**src/rtl/bfp_pkg.sv**
```systemverilog
`default_nettype none
// ---------------------------------------------------------------------------
// bfp_pkg
// shared widths, fixed bearings, item types and the cordic angle table
// ---------------------------------------------------------------------------
package bfp_pkg;

    localparam int COORD_W         = 16;
    localparam int BEARING_W       = 15;
    localparam int ANGLE_FRAC_BITS = 6;
    localparam int CORDIC_STAGES   = 16;
    localparam int ATAN_LEN        = 24;
    localparam int ATAN_IDX_W      = 5;
    localparam int NUM_ITER        = (CORDIC_STAGES < ATAN_LEN) ? CORDIC_STAGES : ATAN_LEN;
    localparam int Z_FRAC          = 16;

    // x and y grow by the cordic gain times sqrt(2) over a 32-bit start value
    localparam int XY_W = COORD_W + Z_FRAC + 4;
    // angle accumulator in 2^-16 degree, sum of the table stays below 2^23
    localparam int Z_W  = 25;

    // bearings on the axes, masked to the result width
    localparam logic [BEARING_W-1:0] BEARING_E    = BEARING_W'(90 * (2 ** ANGLE_FRAC_BITS));
    localparam logic [BEARING_W-1:0] BEARING_S    = BEARING_W'(180 * (2 ** ANGLE_FRAC_BITS));
    localparam logic [BEARING_W-1:0] BEARING_W_DIR = BEARING_W'(270 * (2 ** ANGLE_FRAC_BITS));
    localparam logic [BEARING_W-1:0] BEARING_N    = BEARING_W'(360 * (2 ** ANGLE_FRAC_BITS));
    localparam logic [BEARING_W-1:0] BEARING_SAME = '0;

    typedef struct packed {
        logic                 use_cordic;
        logic                 dx_pos;
        logic                 dy_neg;
        logic [BEARING_W-1:0] fixed_bearing;
    } bfp_tag_t;

    typedef struct packed {
        logic signed [XY_W-1:0] x;
        logic signed [XY_W-1:0] y;
        logic signed [Z_W-1:0]  z;
        bfp_tag_t               tag;
    } bfp_item_t;

    // atan(2^-i) in degrees, scaled by 2^16 and rounded
    function automatic logic signed [Z_W-1:0] atan_q16(input logic [ATAN_IDX_W-1:0] idx);
        logic signed [Z_W-1:0] val;
        case (idx)
            5'd0:    val = 25'sd2949120;
            5'd1:    val = 25'sd1740967;
            5'd2:    val = 25'sd919879;
            5'd3:    val = 25'sd466945;
            5'd4:    val = 25'sd234379;
            5'd5:    val = 25'sd117304;
            5'd6:    val = 25'sd58666;
            5'd7:    val = 25'sd29335;
            5'd8:    val = 25'sd14668;
            5'd9:    val = 25'sd7334;
            5'd10:   val = 25'sd3667;
            5'd11:   val = 25'sd1833;
            5'd12:   val = 25'sd917;
            5'd13:   val = 25'sd458;
            5'd14:   val = 25'sd229;
            5'd15:   val = 25'sd115;
            5'd16:   val = 25'sd57;
            5'd17:   val = 25'sd29;
            5'd18:   val = 25'sd14;
            5'd19:   val = 25'sd7;
            5'd20:   val = 25'sd4;
            5'd21:   val = 25'sd2;
            5'd22:   val = 25'sd1;
            default: val = '0;
        endcase
        return val;
    endfunction

endpackage
`default_nettype wire

```
**src/rtl/bfp_if.sv**
```systemverilog
`default_nettype none
// ---------------------------------------------------------------------------
// bfp_if
// valid/ready channels for point-pair requests and bearing results
// ---------------------------------------------------------------------------
interface bfp_req_if import bfp_pkg::*; ();
    logic                      valid;
    logic                      ready;
    logic signed [COORD_W-1:0] start_x;
    logic signed [COORD_W-1:0] start_y;
    logic signed [COORD_W-1:0] end_x;
    logic signed [COORD_W-1:0] end_y;

    modport source (output valid, output start_x, output start_y,
                    output end_x, output end_y, input ready);
    modport sink   (input valid, input start_x, input start_y,
                    input end_x, input end_y, output ready);
endinterface

interface bfp_rsp_if import bfp_pkg::*; ();
    logic                 valid;
    logic                 ready;
    logic [BEARING_W-1:0] bearing;

    modport source (output valid, output bearing, input ready);
    modport sink   (input valid, input bearing, output ready);
endinterface
`default_nettype wire

```
**src/rtl/bfp_cordic.sv**
```systemverilog
`default_nettype none
// ---------------------------------------------------------------------------
// bfp_cordic
// vectoring cordic, one registered iteration per stage, stall per stage
// ---------------------------------------------------------------------------
module bfp_cordic import bfp_pkg::*; (
    input  wire logic      clk,
    input  wire logic      rst_n,
    input  wire logic      src_valid,
    output logic           src_ready,
    input  wire bfp_item_t src_item,
    output logic           dst_valid,
    input  wire logic      dst_ready,
    output bfp_item_t      dst_item
);

    bfp_item_t                 stg_item_reg  [NUM_ITER];
    bfp_item_t                 stg_item_next [NUM_ITER];
    logic      [NUM_ITER-1:0]  stg_vld_reg;
    bfp_item_t                 pre_item      [NUM_ITER];
    logic      [NUM_ITER-1:0]  pre_vld;
    logic      [NUM_ITER:0]    rdy;

    assign rdy[NUM_ITER] = dst_ready;
    assign src_ready     = rdy[0];
    assign dst_valid     = stg_vld_reg[NUM_ITER-1];
    assign dst_item      = stg_item_reg[NUM_ITER-1];

    for (genvar k = 0; k < NUM_ITER; k++) begin : g_stage
        logic signed [XY_W-1:0] xi;
        logic signed [XY_W-1:0] yi;
        logic signed [XY_W-1:0] xs;
        logic signed [XY_W-1:0] ys;
        logic signed [Z_W-1:0]  zi;
        logic signed [Z_W-1:0]  ang;

        if (k == 0) begin : g_first
            assign pre_item[k] = src_item;
            assign pre_vld[k]  = src_valid;
        end
        else begin : g_next
            assign pre_item[k] = stg_item_reg[k-1];
            assign pre_vld[k]  = stg_vld_reg[k-1];
        end

        // a stage takes new data when empty or when its content moves on
        assign rdy[k] = !stg_vld_reg[k] || rdy[k+1];

        always_comb
        begin
            xi  = pre_item[k].x;
            yi  = pre_item[k].y;
            zi  = pre_item[k].z;
            xs  = xi >>> k;
            ys  = yi >>> k;
            ang = atan_q16(ATAN_IDX_W'(k));
            stg_item_next[k].tag = pre_item[k].tag;
            if (!yi[XY_W-1])
            begin
                stg_item_next[k].x = xi + ys;
                stg_item_next[k].y = yi - xs;
                stg_item_next[k].z = zi + ang;
            end
            else
            begin
                stg_item_next[k].x = xi - ys;
                stg_item_next[k].y = yi + xs;
                stg_item_next[k].z = zi - ang;
            end
        end

        always_ff @(posedge clk or negedge rst_n)
        begin
            if (!rst_n)
            begin
                stg_vld_reg[k] <= 1'b0;
            end
            else if (rdy[k])
            begin
                stg_vld_reg[k] <= pre_vld[k];
            end
        end

        always_ff @(posedge clk)
        begin
            if (rdy[k] && pre_vld[k])
            begin
                stg_item_reg[k] <= stg_item_next[k];
            end
        end
    end

    // a free output frees the whole chain back to the input
    a_ready_chain: assert property (@(posedge clk) disable iff (!rst_n)
        dst_ready |-> src_ready)
        else $error("cordic input blocked while output is free");

    a_dst_hold: assert property (@(posedge clk) disable iff (!rst_n)
        dst_valid && !dst_ready |=> dst_valid && $stable(dst_item))
        else $error("stalled cordic result changed");

endmodule
`default_nettype wire

```
**src/rtl/bearing_from_two_points.sv**
```systemverilog
`default_nettype none
// ---------------------------------------------------------------------------
// bearing_from_two_points
// compass bearing of an end point seen from a start point
// ---------------------------------------------------------------------------
// Takes one point pair per request and returns the compass bearing in
// 2^-ANGLE_FRAC_BITS degree (1/64 degree by default), y growing to the south.
// Pairs on an axis give fixed bearings: east 90, south 180, west 270,
// north 360 (not 0); identical points give 0. Other pairs find
// t = atan(|dy|/|dx|) with a vectoring cordic and return 90-t, 90+t, 270-t
// or 270+t by quadrant. Throughput is one request per clock cycle unless
// the result side stalls. The pipeline is one front stage for differences
// and classification, one register stage per cordic iteration, and one
// output stage for clamp, rounding and quadrant mapping. Every stage holds
// its own valid bit, so bubbles are squeezed out while the result side
// stalls, and a new request is taken while a finished result still waits.
// ---------------------------------------------------------------------------
module bearing_from_two_points import bfp_pkg::*; (
    input  wire logic clk,
    input  wire logic rst_n,
    bfp_req_if.sink   req,
    bfp_rsp_if.source rsp
);

    localparam int SH         = Z_FRAC - ANGLE_FRAC_BITS;
    localparam int ROUND_HALF = (SH > 0) ? (2 ** (SH - 1)) : 0;
    localparam int T_W        = 8 + ANGLE_FRAC_BITS;
    localparam int RES_W      = 10 + ANGLE_FRAC_BITS;

    localparam logic signed [Z_W-1:0] Z_MAX   = Z_W'(90 * (2 ** Z_FRAC));
    localparam logic signed [Z_W-1:0] Z_ROUND = Z_W'(ROUND_HALF);
    localparam logic [RES_W-1:0]      R90     = RES_W'(90 * (2 ** ANGLE_FRAC_BITS));
    localparam logic [RES_W-1:0]      R270    = RES_W'(270 * (2 ** ANGLE_FRAC_BITS));

    // front stage: differences, magnitudes, axis cases
    logic signed [COORD_W:0]   dx;
    logic signed [COORD_W:0]   dy;
    logic        [COORD_W:0]   dx_mag;
    logic        [COORD_W:0]   dy_mag;
    logic                      dx_zero;
    logic                      dy_zero;
    bfp_item_t                 frt_item_next;
    bfp_item_t                 frt_item_reg;
    logic                      frt_vld_reg;
    logic                      frt_ready;

    // cordic pipeline handshake
    logic                      crd_src_ready;
    logic                      crd_dst_valid;
    logic                      crd_dst_ready;
    bfp_item_t                 crd_dst_item;

    // output stage
    logic signed [Z_W-1:0]     z_clamp;
    logic signed [Z_W-1:0]     z_round;
    logic        [T_W-1:0]     t_val;
    logic        [RES_W-1:0]   res;
    logic        [BEARING_W-1:0] bearing_next;
    logic        [BEARING_W-1:0] bearing_reg;
    logic                      rsp_vld_reg;

    always_comb
    begin
        dx      = {req.end_x[COORD_W-1], req.end_x} - {req.start_x[COORD_W-1], req.start_x};
        dy      = {req.end_y[COORD_W-1], req.end_y} - {req.start_y[COORD_W-1], req.start_y};
        dx_mag  = dx[COORD_W] ? (~dx + 1'b1) : dx;
        dy_mag  = dy[COORD_W] ? (~dy + 1'b1) : dy;
        dx_zero = (dx == '0);
        dy_zero = (dy == '0);

        // start vector is (|dx|, |dy|) scaled by 2^16, angle zero
        frt_item_next.x = XY_W'({dx_mag[COORD_W-1:0], {Z_FRAC{1'b0}}});
        frt_item_next.y = XY_W'({dy_mag[COORD_W-1:0], {Z_FRAC{1'b0}}});
        frt_item_next.z = '0;

        frt_item_next.tag.use_cordic    = 1'b0;
        frt_item_next.tag.dx_pos        = !dx[COORD_W];
        frt_item_next.tag.dy_neg        = dy[COORD_W];
        frt_item_next.tag.fixed_bearing = BEARING_SAME;

        if (dx_zero && dy_zero)
        begin
            frt_item_next.tag.fixed_bearing = BEARING_SAME;
        end
        else if (dy_zero)
        begin
            // due east or due west
            frt_item_next.tag.fixed_bearing = dx[COORD_W] ? BEARING_W_DIR : BEARING_E;
        end
        else if (dx_zero)
        begin
            // due north (smaller y) or due south
            frt_item_next.tag.fixed_bearing = dy[COORD_W] ? BEARING_N : BEARING_S;
        end
        else
        begin
            frt_item_next.tag.use_cordic = 1'b1;
        end
    end

    assign frt_ready = !frt_vld_reg || crd_src_ready;
    assign req.ready = frt_ready;

    always_ff @(posedge clk or negedge rst_n)
    begin
        if (!rst_n)
        begin
            frt_vld_reg <= 1'b0;
        end
        else if (frt_ready)
        begin
            frt_vld_reg <= req.valid;
        end
    end

    always_ff @(posedge clk)
    begin
        if (frt_ready && req.valid)
        begin
            frt_item_reg <= frt_item_next;
        end
    end

    // one iteration per register stage
    bfp_cordic u_cordic (
        .clk       (clk),
        .rst_n     (rst_n),
        .src_valid (frt_vld_reg),
        .src_ready (crd_src_ready),
        .src_item  (frt_item_reg),
        .dst_valid (crd_dst_valid),
        .dst_ready (crd_dst_ready),
        .dst_item  (crd_dst_item)
    );

    // clamp the angle to [0, 90] degree, round to the output grid, map quadrant
    always_comb
    begin
        if (crd_dst_item.z[Z_W-1])
        begin
            z_clamp = '0;
        end
        else if (crd_dst_item.z > Z_MAX)
        begin
            z_clamp = Z_MAX;
        end
        else
        begin
            z_clamp = crd_dst_item.z;
        end
        z_round = z_clamp + Z_ROUND;
        t_val   = T_W'(z_round >>> SH);

        if (crd_dst_item.tag.dx_pos)
        begin
            res = crd_dst_item.tag.dy_neg ? (R90 - RES_W'(t_val)) : (R90 + RES_W'(t_val));
        end
        else
        begin
            res = crd_dst_item.tag.dy_neg ? (R270 + RES_W'(t_val)) : (R270 - RES_W'(t_val));
        end

        bearing_next = crd_dst_item.tag.use_cordic ? BEARING_W'(res)
                                                   : crd_dst_item.tag.fixed_bearing;
    end

    // output register parts result side from the pipeline
    assign crd_dst_ready = !rsp_vld_reg || rsp.ready;
    assign rsp.valid     = rsp_vld_reg;
    assign rsp.bearing   = bearing_reg;

    always_ff @(posedge clk or negedge rst_n)
    begin
        if (!rst_n)
        begin
            rsp_vld_reg <= 1'b0;
        end
        else if (crd_dst_ready)
        begin
            rsp_vld_reg <= crd_dst_valid;
        end
    end

    always_ff @(posedge clk)
    begin
        if (crd_dst_ready && crd_dst_valid)
        begin
            bearing_reg <= bearing_next;
        end
    end

    a_front_hold: assert property (@(posedge clk) disable iff (!rst_n)
        frt_vld_reg && !crd_src_ready |=> frt_vld_reg && $stable(frt_item_reg))
        else $error("stalled front stage lost or changed its request");

    a_fixed_pass: assert property (@(posedge clk) disable iff (!rst_n)
        crd_dst_valid && crd_dst_ready && !crd_dst_item.tag.use_cordic
        |=> rsp.valid && (rsp.bearing == $past(crd_dst_item.tag.fixed_bearing)))
        else $error("axis bearing altered on its way to the output");

endmodule
`default_nettype wire
```
**src/flat_wrapper.sv**
```systemverilog
// flat-port wrapper written by rule: the top's interface ports become plain ports
module bearing_from_two_points_flat import bfp_pkg::*;
  (clk, rst_n, req_valid, req_start_x, req_start_y, req_end_x, req_end_y, req_ready, rsp_valid, rsp_bearing, rsp_ready);
  bfp_req_if req_i ();
  bfp_rsp_if rsp_i ();
  input  wire logic clk;
  input  wire logic rst_n;
  input wire logic [$bits(req_i.valid)-1:0] req_valid;
  input wire logic [$bits(req_i.start_x)-1:0] req_start_x;
  input wire logic [$bits(req_i.start_y)-1:0] req_start_y;
  input wire logic [$bits(req_i.end_x)-1:0] req_end_x;
  input wire logic [$bits(req_i.end_y)-1:0] req_end_y;
  output wire logic [$bits(req_i.ready)-1:0] req_ready;
  output wire logic [$bits(rsp_i.valid)-1:0] rsp_valid;
  output wire logic [$bits(rsp_i.bearing)-1:0] rsp_bearing;
  input wire logic [$bits(rsp_i.ready)-1:0] rsp_ready;
  assign req_i.valid = req_valid;
  assign req_i.start_x = req_start_x;
  assign req_i.start_y = req_start_y;
  assign req_i.end_x = req_end_x;
  assign req_i.end_y = req_end_y;
  assign req_ready = req_i.ready;
  assign rsp_valid = rsp_i.valid;
  assign rsp_bearing = rsp_i.bearing;
  assign rsp_i.ready = rsp_ready;
  bearing_from_two_points u_core (.clk(clk), .rst_n(rst_n), .req(req_i), .rsp(rsp_i));
endmodule
```
**config.mk**
```make
export PLATFORM = sky130hd
export DESIGN_NAME = bearing_from_two_points_flat
export DESIGN_NICKNAME = d
export VERILOG_FILES = /design/src/rtl/bfp_pkg.sv /design/src/rtl/bfp_if.sv /design/src/rtl/bfp_cordic.sv /design/src/rtl/bearing_from_two_points.sv /design/src/flat_wrapper.sv
export SDC_FILE = /design/constraint.sdc
export NUM_CORES = 2
export LEC_CHECK = 0
export BUFFER_PORTS_ARGS = -buffer_cell sky130_fd_sc_hd__buf_2
export CAP_MARGIN = 20
export CORE_MARGIN = 2
export CORE_UTILIZATION = 45
export DETAILED_ROUTE_END_ITERATION = 8
export SLEW_MARGIN = 20
export SYNTH_ARGS = -nofsm -noshare
export SYNTH_HDL_FRONTEND = slang
export SYNTH_SLANG_ARGS = --single-unit
```
**constraint.sdc**
```tcl
create_clock -name clk -period 7.75 [get_ports clk]
set_input_delay 0.3875 -clock clk [delete_from_list [all_inputs] [get_ports clk]]
set_output_delay 0.3875 -clock clk [all_outputs]
set_load 0.005 [all_outputs]
```
==> run metrics <==
launching element type of the critical path=register; post-synthesis sequential area ratio=38.5%; total via count in the routed design=86500; Rel. slew slack=25.6%; CP Data Arrival Time=6.27 ns; number of port buffers=84; portion of synthesized cell area occupied by the leading cell type=38.1%; number of H-tree levels=4; number of I/O pins=85; Post-DRT Antenna Nets=0; crit path kind=register to register; first-pass GRT wire length=464000 um; routed via count divided by cell count=5.69; final routed wire length divided by cell count=19.5 um; top cells by area in the synthesized netlist=sky130_fd_sc_hd__edfxtp_1, sky130_fd_sc_hd__ha_1, sky130_fd_sc_hd__xnor2_1; number of antenna violations at the first check in global routing=3; total number of yosys warnings=0; placement row count=183; net count after synthesis=12900; initial core utilization=45.3%; post-DP HPWL=235000 um; Max-cap violations=0; Placeable Area=249000 um^2; final sum of negative setup slack=0 ns; number of DRC markers in iteration 0=6380; floorplan die area=255000 um^2; final-report hold violation count=0; proportion of layout cells with a drive suffix above 1=4.94%; critical path required time=8.32 ns; cell at the root of the clock tree=sky130_fd_sc_hd__clkbuf_16; number of flip-flops under the largest register name=1375; max-slew violation count=0; Multi-input gate area=66900 um^2; most used flip-flop cell after synthesis=sky130_fd_sc_hd__edfxtp_1; Post-synth EDFFs=1433; biggest fanout along the worst timing path=6; Min-Delay Path Class=primary input to register; Clock Sinks=1451; unique cell type count in the Yosys netlist=100; Die X=505 um; Setup Viol. Count Final=0; unrepaired setup endpoints after global routing=no; share of the core filled with cells in the final layout=49.5%; minimum clock period after layout=5.70 ns; Avg Synthesized Cell Area=9.79 um^2; clock network latency to the later pin of the worst-skew pair=0.83 ns; Post-synth ARST share=1.24%; overall overflow remaining after global route=0; Setup crit end kind=register; crit share post-route=73.6%; number of design rule violations left after detail routing=0; highest clock rate=175 MHz; transition time at the pin with the least slew margin=1.11 ns; clock-pin slew of the registers on the worst-case setup and hold paths=0.06 ns; Final Skew=0.0644 ns; result of the run=finished, final reports clean; Num CTS Buffers=170; pin count of the biggest net entering global routing=77; cell area after synthesis=113000 um^2; Storage cell area=43500 um^2; number of global-route vias before repair=83200; routability congestion estimate=0.927; Layout fillers=22900; Gate Count Post-Synth=11500; total routing usage reported by global routing=22.5%; synthesis-stage register bit count=1451; maximum buffer depth of the clock tree=3; overall routed net length=296000 um; CTS tree=built; DR pass1 iterations=6; Resized Gates After CTS=0; cell taking the most area after synthesis=sky130_fd_sc_hd__edfxtp_1; post-synthesis to final-layout area growth=9.30%; Die Height=505 um; net total in the final layout=13000
[synth_stat cells, drive strengths merged (20+ instances only)]
cell type,n
a2111oi,25
a211o,27
a211oi,70
a21boi,51
a21o,398
a21oi,1184
a31o,32
a31oi,120
and2,91
and3,131
buf,36
clkbuf,111
edfxtp,1433
fa,33
ha,1225
inv,543
mux2,35
mux2i,21
nand2,543
nand2b,152
nand3,185
nand4,67
nor2,1220
nor2b,150
nor3,375
nor3b,31
nor4,98
nor4b,30
o211ai,39
o21a,193
o21ai,478
o21bai,147
o311ai,20
o31a,25
o31ai,45
o41ai,55
or2,44
or3,107
or4,37
xnor2,1085
xor2,573
[critical path: stages (launching register included)]
cell,delay [ns]
sky130_fd_sc_hd__edfxtp_1,0.47
sky130_fd_sc_hd__nor4_1,0.53
sky130_fd_sc_hd__nand3_1,0.18
sky130_fd_sc_hd__nor4_1,0.59
sky130_fd_sc_hd__nor3b_1,0.92
sky130_fd_sc_hd__a21oi_1,0.19
sky130_fd_sc_hd__xor2_1,0.20
sky130_fd_sc_hd__ha_1,0.35
sky130_fd_sc_hd__and3_1,0.22
sky130_fd_sc_hd__and2_1,0.18
sky130_fd_sc_hd__and3_1,0.23
sky130_fd_sc_hd__nand4_1,0.09
sky130_fd_sc_hd__o21bai_1,0.19
sky130_fd_sc_hd__a21boi_0,0.19
sky130_fd_sc_hd__o31a_1,0.30
sky130_fd_sc_hd__o31a_1,0.27
sky130_fd_sc_hd__o21a_1,0.17
sky130_fd_sc_hd__nor2_1,0.10
sky130_fd_sc_hd__xnor2_1,0.08
[repair_timing]
action	CTS	global route
hold buffers	5	0
setup endpoints to repair	0	0
buffers inserted	0	0
hold endpoints to repair	22	0
[placed cells by master (no fill, tap or decap), drive strengths merged, types with 140 or more instances in the layout]
cell and count:
a21o 398, a21oi 1184, buf 140, clkbuf 201, edfxtp 1433, ha 1225
inv 553, nand2 543, nand2b 152, nand3 185, nor2 1220, nor2b 150
nor3 375, o21a 193, o21ai 478, o21bai 147, xnor2 1085, xor2 573
[logic make-up after synthesis]
group                    count (synthesis)  synth area share [%]
AND/OR/NAND/NOR                       3311                  14.1
AO/OA/AOI/OAI                         3111                  17.5
XOR/XNOR                              1658                  12.9
flip-flops                            1451                  38.5
adder cells (fa/ha/maj)               1258                  14.2
buffers and inverters                  693                  2.31
multiplexers                            56                 0.535
[layout make-up]
| cell class | count | area share (%) |
|---|---|---|
| multi-input combinational | 9394 | 54.2 |
| sequential | 1451 | 35.2 |
| clock buffer | 201 | 3.57 |
| tap | 3330 | 3.38 |
| inverter | 546 | 1.66 |
| clock inverter | 116 | 1.20 |
| timing repair buffer | 145 | 0.742 |
| antenna | 3 | 0.00608 |
[routing by layer]
layer	share of wire (%)	up-vias	track usage [%]
met5	0	-	0
met1	46	41400	30.8
met3	4.1	385	2.39
met2	47	1813	37.7
li1	-	42900	-
met4	2.9	0	6.62
[final timing paths]
kind / start / to / slack (ns) / cells past startpoint
setup / recovery: u_core.u_cordic.stg_item_reg[1][556]$_DFFE_PP_ / u_core.u_cordic.stg_item_reg[1][645]$_DFFE_PP_ / 2.05 / 18
hold / removal: req_start_y[0] / u_core.frt_item_reg[59]$_DFFE_PP_ / 0.14 / 3
setup reg to reg: u_core.u_cordic.stg_item_reg[1][556]$_DFFE_PP_ / u_core.u_cordic.stg_item_reg[1][645]$_DFFE_PP_ / 2.05 / 18
hold reg to reg: u_core.u_cordic.stg_item_reg[1][697]$_DFFE_PP_ / u_core.u_cordic.stg_item_reg[1][812]$_DFFE_PP_ / 0.40 / 0
max in group asynchronous: rst_n / u_core.u_cordic.pre_vld[2]$_DFFE_PN0P_ / 6.03 / 4
min in group asynchronous: rst_n / u_core.u_cordic.pre_vld[3]$_DFFE_PN0P_ / 0.49 / 3
[per-stage QoR]
step	std cells	worst slack, ns	cell area [um^2]	hold slack [ns]
after floorplan	11500	1.71	113000	0.0919
after CTS	15200	2.19	123000	0.0685
after global routing	15200	1.57	123000	0.125
after global placement	14900	2.09	117000	0.334
after detailed placement	14900	2.22	117000	0.354
final	15200	2.05	123000	0.139
Power is left out: the tool's default activity adds up to more than one toggle a clock period on the data nets, which glitch-free logic cannot reach.
